[config.mk]
export PLATFORM = sky130hd
export DESIGN_NAME = sorted_priority_queue_flat
export DESIGN_NICKNAME = d
export VERILOG_FILES = /design/src/rtl/spq_pkg.sv /design/src/rtl/spq_if.sv /design/src/rtl/spq_mem.sv /design/src/rtl/spq_seq.sv /design/src/rtl/sorted_priority_queue.sv /design/src/flat_wrapper.sv
export SDC_FILE = /design/constraint.sdc
export NUM_CORES = 1
export LEC_CHECK = 0
export BUFFER_PORTS_ARGS = -buffer_cell sky130_fd_sc_hd__buf_2
export CAP_MARGIN = 20
export CORE_UTILIZATION = 25
export DETAILED_ROUTE_END_ITERATION = 8
export SETUP_SLACK_MARGIN = 0.02
export SYNTH_ARGS = -nofsm -noshare
export SYNTH_HDL_FRONTEND = slang
export SYNTH_SLANG_ARGS = --single-unit
[constraint.sdc]
create_clock -name clk -period 4 [get_ports clk]
set_input_delay 0.6 -clock clk [delete_from_list [all_inputs] [get_ports clk]]
set_output_delay 0.6 -clock clk [all_outputs]
set_load 0.01 [all_outputs]
[src/rtl/spq_pkg.sv]
// ----------------------------------------------------------------------------
// spq_pkg - shared types and constants of the sorted priority queue
// Field widths, operation codes, stored entry and result word layouts.
// ----------------------------------------------------------------------------
package spq_pkg;

    localparam int VALUE_W         = 32;
    localparam int PRIO_W          = 16;
    localparam int OCC_W           = 5;
    localparam int DEF_QUEUE_DEPTH = 16;

    localparam logic OP_ENQ = 1'b0;
    localparam logic OP_DEQ = 1'b1;

    typedef struct packed {
        logic signed [VALUE_W-1:0] value;
        logic signed [PRIO_W-1:0]  prio;
    } entry_t;

    typedef struct packed {
        logic signed [VALUE_W-1:0] removed_value;
        logic                      removed_valid;
        logic                      empty_error;
        logic                      full_error;
        logic [OCC_W-1:0]          occupancy;
    } res_t;

endpackage

[src/rtl/spq_if.sv]
// ----------------------------------------------------------------------------
// spq_if - handshake channels of the sorted priority queue
// Command channel in, result channel out; valid/ready with payload.
// ----------------------------------------------------------------------------
interface spq_cmd_if;
    logic                              valid;
    logic                              ready;
    logic                              op;
    logic signed [spq_pkg::VALUE_W-1:0] item_value;
    logic signed [spq_pkg::PRIO_W-1:0]  item_priority;

    modport source (output valid, output op, output item_value, output item_priority,
                    input ready);
    modport sink   (input valid, input op, input item_value, input item_priority,
                    output ready);
endinterface

interface spq_res_if;
    logic                              valid;
    logic                              ready;
    logic signed [spq_pkg::VALUE_W-1:0] removed_value;
    logic                              removed_valid;
    logic                              empty_error;
    logic                              full_error;
    logic [spq_pkg::OCC_W-1:0]         occupancy;

    modport source (output valid, output removed_value, output removed_valid,
                    output empty_error, output full_error, output occupancy,
                    input ready);
    modport sink   (input valid, input removed_value, input removed_valid,
                    input empty_error, input full_error, input occupancy,
                    output ready);
endinterface

[src/rtl/spq_mem.sv]
// ----------------------------------------------------------------------------
// spq_mem - entry store
// One write port, one read port with registered read data.
// ----------------------------------------------------------------------------
module spq_mem #(
    parameter int QUEUE_DEPTH = spq_pkg::DEF_QUEUE_DEPTH
) (
    input  logic                             clk,
    input  logic                             wr_en,
    input  logic [$clog2(QUEUE_DEPTH)-1:0]   wr_addr,
    input  spq_pkg::entry_t                  wr_entry,
    input  logic                             rd_en,
    input  logic [$clog2(QUEUE_DEPTH)-1:0]   rd_addr,
    output spq_pkg::entry_t                  rd_entry
);
    import spq_pkg::*;

    entry_t mem [QUEUE_DEPTH];

    always_ff @(posedge clk)
    begin
        if (wr_en)
        begin
            mem[wr_addr] <= wr_entry;
        end
        if (rd_en)
        begin
            rd_entry <= mem[rd_addr];
        end
    end

endmodule

[src/rtl/spq_seq.sv]
// ----------------------------------------------------------------------------
// spq_seq - insertion / removal sequencer
// Walks the store one entry at a time through a single priority comparator,
// moving entries up on enqueue and down on dequeue.
// ----------------------------------------------------------------------------
module spq_seq #(
    parameter int QUEUE_DEPTH = spq_pkg::DEF_QUEUE_DEPTH
) (
    input  logic                             clk,
    input  logic                             rst_n,
    spq_cmd_if.sink                          cmd,
    output logic                             wr_en,
    output logic [$clog2(QUEUE_DEPTH)-1:0]   wr_addr,
    output spq_pkg::entry_t                  wr_entry,
    output logic                             rd_en,
    output logic [$clog2(QUEUE_DEPTH)-1:0]   rd_addr,
    input  spq_pkg::entry_t                  rd_entry,
    output logic                             res_valid,
    input  logic                             res_ready,
    output spq_pkg::res_t                    res
);
    import spq_pkg::*;

    localparam int IDX_W = $clog2(QUEUE_DEPTH);
    localparam int CNT_W = $clog2(QUEUE_DEPTH + 1);
    localparam int EXT_W = CNT_W + OCC_W;

    localparam logic [3:0] S_IDLE = 4'd0;
    localparam logic [3:0] S_ERD  = 4'd1;
    localparam logic [3:0] S_ECMP = 4'd2;
    localparam logic [3:0] S_EWR  = 4'd3;
    localparam logic [3:0] S_DRD0 = 4'd4;
    localparam logic [3:0] S_DCAP = 4'd5;
    localparam logic [3:0] S_DRD  = 4'd6;
    localparam logic [3:0] S_DWR  = 4'd7;
    localparam logic [3:0] S_FIN  = 4'd8;

    logic [3:0]                state_reg, state_next;
    logic [CNT_W-1:0]          count_reg, count_next;
    logic [CNT_W-1:0]          idx_reg, idx_next;
    logic [CNT_W-1:0]          lim_reg, lim_next;
    entry_t                    new_reg, new_next;
    logic signed [VALUE_W-1:0] rem_val_reg, rem_val_next;
    logic                      rem_valid_reg, rem_valid_next;
    logic                      empty_reg, empty_next;
    logic                      full_reg, full_next;

    logic [CNT_W-1:0]          idx_m1;
    logic [CNT_W-1:0]          idx_p1;
    logic                      shift_up;
    logic [EXT_W-1:0]          cnt_ext;

    assign idx_m1   = idx_reg - CNT_W'(1);
    assign idx_p1   = idx_reg + CNT_W'(1);
    assign shift_up = $signed(rd_entry.prio) >= $signed(new_reg.prio);
    assign cnt_ext  = EXT_W'(count_reg);

    assign cmd.ready = (state_reg == S_IDLE);
    assign res_valid = (state_reg == S_FIN);

    always_comb
    begin
        res.removed_value = rem_val_reg;
        res.removed_valid = rem_valid_reg;
        res.empty_error   = empty_reg;
        res.full_error    = full_reg;
        res.occupancy     = cnt_ext[OCC_W-1:0];
    end

    always_comb
    begin
        state_next     = state_reg;
        count_next     = count_reg;
        idx_next       = idx_reg;
        lim_next       = lim_reg;
        new_next       = new_reg;
        rem_val_next   = rem_val_reg;
        rem_valid_next = rem_valid_reg;
        empty_next     = empty_reg;
        full_next      = full_reg;
        wr_en          = 1'b0;
        wr_addr        = idx_reg[IDX_W-1:0];
        wr_entry       = new_reg;
        rd_en          = 1'b0;
        rd_addr        = idx_reg[IDX_W-1:0];

        case (state_reg)
            S_IDLE:
            begin
                if (cmd.valid)
                begin
                    new_next.value = cmd.item_value;
                    new_next.prio  = cmd.item_priority;
                    rem_val_next   = '0;
                    rem_valid_next = 1'b0;
                    empty_next     = 1'b0;
                    full_next      = 1'b0;
                    if (cmd.op == OP_ENQ)
                    begin
                        if (count_reg == CNT_W'(QUEUE_DEPTH))
                        begin
                            full_next  = 1'b1;
                            state_next = S_FIN;
                        end
                        else
                        begin
                            idx_next   = count_reg;
                            count_next = count_reg + CNT_W'(1);
                            state_next = (count_reg == '0) ? S_EWR : S_ERD;
                        end
                    end
                    else
                    begin
                        if (count_reg == '0)
                        begin
                            empty_next = 1'b1;
                            state_next = S_FIN;
                        end
                        else
                        begin
                            lim_next   = count_reg;
                            count_next = count_reg - CNT_W'(1);
                            state_next = S_DRD0;
                        end
                    end
                end
            end
            S_ERD:
            begin
                rd_en      = 1'b1;
                rd_addr    = idx_m1[IDX_W-1:0];
                state_next = S_ECMP;
            end
            S_ECMP:
            begin
                wr_en = 1'b1;
                if (shift_up)
                begin
                    wr_entry   = rd_entry;
                    idx_next   = idx_m1;
                    state_next = (idx_m1 == '0) ? S_EWR : S_ERD;
                end
                else
                begin
                    state_next = S_FIN;
                end
            end
            S_EWR:
            begin
                wr_en      = 1'b1;
                state_next = S_FIN;
            end
            S_DRD0:
            begin
                rd_en      = 1'b1;
                rd_addr    = '0;
                state_next = S_DCAP;
            end
            S_DCAP:
            begin
                rem_val_next   = rd_entry.value;
                rem_valid_next = 1'b1;
                idx_next       = CNT_W'(1);
                state_next     = (lim_reg > CNT_W'(1)) ? S_DRD : S_FIN;
            end
            S_DRD:
            begin
                rd_en      = 1'b1;
                state_next = S_DWR;
            end
            S_DWR:
            begin
                wr_en      = 1'b1;
                wr_addr    = idx_m1[IDX_W-1:0];
                wr_entry   = rd_entry;
                idx_next   = idx_p1;
                state_next = (idx_p1 < lim_reg) ? S_DRD : S_FIN;
            end
            S_FIN:
            begin
                if (res_ready)
                begin
                    state_next = S_IDLE;
                end
            end
            default:
            begin
                state_next = S_IDLE;
            end
        endcase
    end

    always_ff @(posedge clk or negedge rst_n)
    begin
        if (!rst_n)
        begin
            state_reg <= S_IDLE;
            count_reg <= '0;
        end
        else
        begin
            state_reg <= state_next;
            count_reg <= count_next;
        end
    end

    always_ff @(posedge clk)
    begin
        idx_reg       <= idx_next;
        lim_reg       <= lim_next;
        new_reg       <= new_next;
        rem_val_reg   <= rem_val_next;
        rem_valid_reg <= rem_valid_next;
        empty_reg     <= empty_next;
        full_reg      <= full_next;
    end

endmodule

[src/rtl/sorted_priority_queue.sv]
// ----------------------------------------------------------------------------
// sorted_priority_queue - bounded priority queue kept in sorted order
// Sequencer plus entry store, with a registered result word at the output.
// ----------------------------------------------------------------------------
// Each command word (enqueue or dequeue) is handled by one sequencer that
// steps through the entry store through a single read port and a single
// priority comparator, reading and then writing back each entry visited. An
// enqueue moves the stored entries at or above the new priority back by one
// place and writes the new entry in the gap; a dequeue takes the front entry
// and moves every remaining entry forward by one place; a dropped enqueue or
// an empty dequeue touches no entry. The command channel is not ready while a
// word is in progress. Results leave through an output register, so a
// finished word may wait there while the next command runs.
// ----------------------------------------------------------------------------
module sorted_priority_queue #(
    parameter int QUEUE_DEPTH = spq_pkg::DEF_QUEUE_DEPTH
) (
    input  logic      clk,
    input  logic      rst_n,
    spq_cmd_if.sink   cmd,
    spq_res_if.source res
);
    import spq_pkg::*;

    localparam int IDX_W = $clog2(QUEUE_DEPTH);

    logic             wr_en;
    logic [IDX_W-1:0] wr_addr;
    entry_t           wr_entry;
    logic             rd_en;
    logic [IDX_W-1:0] rd_addr;
    entry_t           rd_entry;
    logic             seq_valid;
    logic             seq_ready;
    res_t             seq_res;

    logic             out_valid_reg, out_valid_next;
    res_t             out_reg, out_next;

    spq_mem #(
        .QUEUE_DEPTH (QUEUE_DEPTH)
    ) u_mem (
        .clk      (clk),
        .wr_en    (wr_en),
        .wr_addr  (wr_addr),
        .wr_entry (wr_entry),
        .rd_en    (rd_en),
        .rd_addr  (rd_addr),
        .rd_entry (rd_entry)
    );

    spq_seq #(
        .QUEUE_DEPTH (QUEUE_DEPTH)
    ) u_seq (
        .clk       (clk),
        .rst_n     (rst_n),
        .cmd       (cmd),
        .wr_en     (wr_en),
        .wr_addr   (wr_addr),
        .wr_entry  (wr_entry),
        .rd_en     (rd_en),
        .rd_addr   (rd_addr),
        .rd_entry  (rd_entry),
        .res_valid (seq_valid),
        .res_ready (seq_ready),
        .res       (seq_res)
    );

    assign seq_ready = !out_valid_reg || res.ready;

    always_comb
    begin
        out_valid_next = out_valid_reg;
        out_next       = out_reg;
        if (out_valid_reg && res.ready)
        begin
            out_valid_next = 1'b0;
        end
        if (seq_valid && seq_ready)
        begin
            out_valid_next = 1'b1;
            out_next       = seq_res;
        end
    end

    always_ff @(posedge clk or negedge rst_n)
    begin
        if (!rst_n)
        begin
            out_valid_reg <= 1'b0;
        end
        else
        begin
            out_valid_reg <= out_valid_next;
        end
    end

    always_ff @(posedge clk)
    begin
        out_reg <= out_next;
    end

    assign res.valid         = out_valid_reg;
    assign res.removed_value = out_reg.removed_value;
    assign res.removed_valid = out_reg.removed_valid;
    assign res.empty_error   = out_reg.empty_error;
    assign res.full_error    = out_reg.full_error;
    assign res.occupancy     = out_reg.occupancy;

endmodule
[src/flat_wrapper.sv]
// flat-port wrapper written by rule: the top's interface ports become plain ports
module sorted_priority_queue_flat import spq_pkg::*;
#(
    parameter int QUEUE_DEPTH = spq_pkg::DEF_QUEUE_DEPTH
)
  (clk, rst_n, cmd_valid, cmd_op, cmd_item_value, cmd_item_priority, cmd_ready, res_valid, res_removed_value, res_removed_valid, res_empty_error, res_full_error, res_occupancy, res_ready);
  spq_cmd_if cmd_i ();
  spq_res_if res_i ();
  input  logic clk;
  input  logic rst_n;
  input wire logic [$bits(cmd_i.valid)-1:0] cmd_valid;
  input wire logic [$bits(cmd_i.op)-1:0] cmd_op;
  input wire logic [$bits(cmd_i.item_value)-1:0] cmd_item_value;
  input wire logic [$bits(cmd_i.item_priority)-1:0] cmd_item_priority;
  output wire logic [$bits(cmd_i.ready)-1:0] cmd_ready;
  output wire logic [$bits(res_i.valid)-1:0] res_valid;
  output wire logic [$bits(res_i.removed_value)-1:0] res_removed_value;
  output wire logic [$bits(res_i.removed_valid)-1:0] res_removed_valid;
  output wire logic [$bits(res_i.empty_error)-1:0] res_empty_error;
  output wire logic [$bits(res_i.full_error)-1:0] res_full_error;
  output wire logic [$bits(res_i.occupancy)-1:0] res_occupancy;
  input wire logic [$bits(res_i.ready)-1:0] res_ready;
  assign cmd_i.valid = cmd_valid;
  assign cmd_i.op = cmd_op;
  assign cmd_i.item_value = cmd_item_value;
  assign cmd_i.item_priority = cmd_item_priority;
  assign cmd_ready = cmd_i.ready;
  assign res_valid = res_i.valid;
  assign res_removed_value = res_i.removed_value;
  assign res_removed_valid = res_i.removed_valid;
  assign res_empty_error = res_i.empty_error;
  assign res_full_error = res_i.full_error;
  assign res_occupancy = res_i.occupancy;
  assign res_i.ready = res_ready;
  sorted_priority_queue #(.QUEUE_DEPTH(QUEUE_DEPTH)) u_core (.clk(clk), .rst_n(rst_n), .cmd(cmd_i), .res(res_i));
endmodule
==> results.txt <==
- Placed Instance Area: 40,230 um2
* Part of the Yosys area used for sequential elements: 78.26%
* Yosys top cell area share: 77.58%
* Clk slew on worst S/H paths: 0.06 ns
- Setup Fix Bufs, Post-CTS: 0
- At the worst endpoint, the arrival time is 4.02 ns.
- Starting density of the core: 25.20%
* Number of CTS-inserted buffers: 99
- For this design the ratio of total power to cell area is 807.7 nW/um2.
- Measured on the finished design, the core utilization comes to 29.83%.
* Main flop type after synthesis: sky130_fd_sc_hd__edfxtp_1
- On the final layout, the worst clock skew is 0.04496 ns.
- Startpoint of the most critical setup path: u_core.u_mem.rd_entry[15]$_DFFE_PP_
* Gr usage total: 11.98%
* Critical register-to-register path endpoint: u_core.u_mem.mem[11][46]$_DFFE_PP_
- Global routing finished with a remaining overflow of 0.
- Number of enable-type register cells in the synthesized netlist: 949
* Synthesized Nets: 1,795
- In this run the vertical extent of the chip is 385.3 um.
* Post-route minimum period: 3.727 ns
- Total count of hold-check failures in the final report: 0
* Worst hold slack after final layout: 0.1082 ns
- Overall routed net length: 89,450 um
- At the pin with the least slew margin, the transition time is 1.044 ns.
- Width of the chip: 385.3 um
* Number of distinct library cells after synthesis: 56
- The worst register-to-register path begins at u_core.u_mem.rd_entry[15]$_DFFE_PP_.
* Number of global-route vias before repair: 18,443
- The floorplan step defined a core boundary enclosing 145,700 um2.
* FFs w/ async S/R, synth: 1.043%
* Area of the die: 148,500 um2
* Vias: 17,699
* Share of post-route cells with drive strength above 1: 27.69%
* RSZ-0062 raised after global routing: false
* Pin count of the biggest net entering global routing: 63
- In the final design database the tool counted 1,968 nets.
* Weighted congestion at the end of routability-driven global placement: 0.7904
* Most common cell after layout, fill and taps aside: sky130_fd_sc_hd__edfxtp_1
* CTS H-tree depth: 3
- Number of top-level design ports: 95
- Post-Syn Area per Cell: 21.43 um2
* Required time at the endpoint of the critical path: 4.29 ns
- Area growth from synthesis to final layout: 18.35%
* Most area-hungry cell type in the Yosys netlist: sky130_fd_sc_hd__edfxtp_1
* Capture point of the worst path: u_core.u_mem.mem[11][46]$_DFFE_PP_
- Across the VDD grid, the largest voltage drop is 0.6230 mV.
* Synthesized netlist cell count: 1,714
- The worst hold path belongs to the class input pin to register.
- Critical Path Start Type: register
* Count of state elements after synthesis: 959
* Router iterations before antenna repair: 7
- Maximum buffer depth of the clock tree: 3
* Setup slack on the worst flop-to-flop path: 0.27 ns
* Final cycle utilization of the critical path: 93.18%
- For this run, design rule violations remaining after detail routing come to 0.
* Category of the critical setup timing path: register to register
* Outcome: complete, no violations
* Slew Limit Fails: 0
- The register with the most flip-flops in the layout has 768 of them.
* Site row count: 140
- STA classifies the critical path endpoint as a register.
- Based on the critical path, the design can be clocked at up to 0.2683 GHz.
- Routed WL per cell: 23.02 um
- Yosys attributes the largest share of cell area to sky130_fd_sc_hd__edfxtp_1, sky130_fd_sc_hd__mux4_2, sky130_fd_sc_hd__a22oi_1.
* Post-synthesis instance area: 36,730 um2
* Global-route wire length before repair: 129,300 um
- DP Wirelength: 48,440 um
- The worst pin sits at a relative slew slack of 30.42%.
- Setup violations remaining at the end of the flow were counted as 0.
* Most used cells in the layout excluding fill and tap cells: sky130_fd_sc_hd__edfxtp_1, sky130_fd_sc_hd__mux4_2, sky130_fd_sc_hd__a22oi_1
- Summing all non-filler instances in the final layout gives an area of 43,470 um2.
* Antenna-violating nets left: 0
- Root cell of the clock tree: sky130_fd_sc_hd__clkbuf_16
- Yosys printed 0 warnings.
- Num Clock Sinks: 959
- Initial antenna violation count: 7
- Clock latency on the worst-skew pair, taken at its later pin, is 0.67 ns.
* Number of cell instances on the worst register-to-register path: 8
- First DRT Iteration DRCs: 1,851
- Input and output buffers added on the ports amount to 94.
* Leakage power total: 13.77 nW
* Maximum fanout along the worst path: 26
- Across the run, the number of max-cap violations was 0.
- TritonCTS built the clock tree.
* Post-detailed-route via-to-cell ratio: 4.555
synth_stat cells (4+ instances only):
library cell,n
sky130_fd_sc_hd__buf_6,5
sky130_fd_sc_hd__nor3_1,9
sky130_fd_sc_hd__xnor2_1,8
sky130_fd_sc_hd__mux4_2,192
sky130_fd_sc_hd__nor2_1,34
sky130_fd_sc_hd__inv_1,33
sky130_fd_sc_hd__o21ai_0,17
sky130_fd_sc_hd__nor2b_1,5
sky130_fd_sc_hd__mux2_2,28
sky130_fd_sc_hd__mux2_1,20
sky130_fd_sc_hd__nand3_1,8
sky130_fd_sc_hd__and2_1,34
sky130_fd_sc_hd__nand2_1,74
sky130_fd_sc_hd__edfxtp_1,949
sky130_fd_sc_hd__a21oi_1,14
sky130_fd_sc_hd__buf_4,15
sky130_fd_sc_hd__nor4_1,4
sky130_fd_sc_hd__xor2_1,5
sky130_fd_sc_hd__nand2b_1,5
sky130_fd_sc_hd__ha_1,27
sky130_fd_sc_hd__buf_1,6
sky130_fd_sc_hd__o21ai_1,4
sky130_fd_sc_hd__clkbuf_1,45
sky130_fd_sc_hd__dfrtp_1,10
sky130_fd_sc_hd__a22oi_1,104
sky130_fd_sc_hd__buf_2,11
cells by family after synthesis:
family | share of synthesized area (%)
AO/OA/AOI/OAI | 3.147
multiplexers | 13.30
buffers and inverters | 1.489
XOR/XNOR | 0.3100
flip-flops | 78.26
AND/OR/NAND/NOR | 2.517
adder cells (fa/ha/maj) | 0.9742
metal layers:
layer | vias up | part of all wire [%] | GRT usage, % | wire length [um]
met5 | - | 0.035 | 0 | 31
met1 | 9433 | 43 | 16.51 | 38770
met3 | 129 | 6.4 | 2.047 | 5768
li1 | 7477 | - | - | -
met4 | 6 | 2.3 | 3.360 | 2014
met2 | 654 | 48 | 19.38 | 42860
how the worst min path moves through the flow:
| stage | start | cells after the start | end |
|---|---|---|---|
| after global routing | cmd_item_value[16] | 1 | u_core.u_seq.new_reg[32]$_DFFE_PP_ |
| after floorplan | rst_n | 0 | u_core.res.valid$_DFFE_PN0P_ |
| final | cmd_item_value[16] | 1 | u_core.u_seq.new_reg[32]$_DFFE_PP_ |
| after detailed placement | u_core.u_seq.rem_val_reg[13]$_SDFFCE_PN0P_ | 0 | u_core.res.removed_value[13]$_DFFE_PP_ |
| after CTS | cmd_item_value[16] | 1 | u_core.u_seq.new_reg[32]$_DFFE_PP_ |
| after global placement | u_core.u_seq.rem_valid_reg$_DFFE_PP_ | 0 | u_core.res.removed_valid$_DFFE_PP_ |
worst max-delay path: stages (launching register included):
cell,delay [ns]
sky130_fd_sc_hd__edfxtp_1,0.42
sky130_fd_sc_hd__ha_1,0.33
sky130_fd_sc_hd__nand3_1,0.15
sky130_fd_sc_hd__nor4_1,0.60
sky130_fd_sc_hd__o21ai_0,0.32
sky130_fd_sc_hd__a32oi_2,0.49
sky130_fd_sc_hd__o21ai_4,0.11
sky130_fd_sc_hd__buf_4,0.33
sky130_fd_sc_hd__mux2_1,0.60
final cells by class:
class	instances	area, um2
timing repair buffer	154	1336
antenna	1	2.502
sequential	959	28750
clock buffer	128	2618
fill	14007	102300
inverter	35	132.6
multi-input combinational	638	7635
tap	1917	2399
clock inverter	54	603.1
report_power, final:
group / switching, mW / leakage, nW / internal, mW
Clock: 3.82 / 1.55 / 5.29
Sequential: 0.596 / 8.74 / 13.6
Combinational: 6.75 / 3.48 / 5.03
through the flow:
stage | total power [mW] | cells | setup WS [ns] | setup TNS [ns]
after global placement | 26.06 | 3702 | 0.2228 | 0
after CTS | 35.54 | 3885 | 0.1141 | 0
after global routing | 36.84 | 3885 | 0.09761 | 0
after floorplan | 22.61 | 1714 | -0.2051 | -128.90
final | 35.11 | 3886 | 0.2728 | 0
after detailed placement | 26.38 | 3702 | 0.1952 | 0
what timing repair did:
action	CTS	global route
endpoints found under the setup margin	0	320
endpoints found under the hold margin	10	0
hold buffers	1	0
resized for setup	0	1
(Power assumes the default switching activity.)
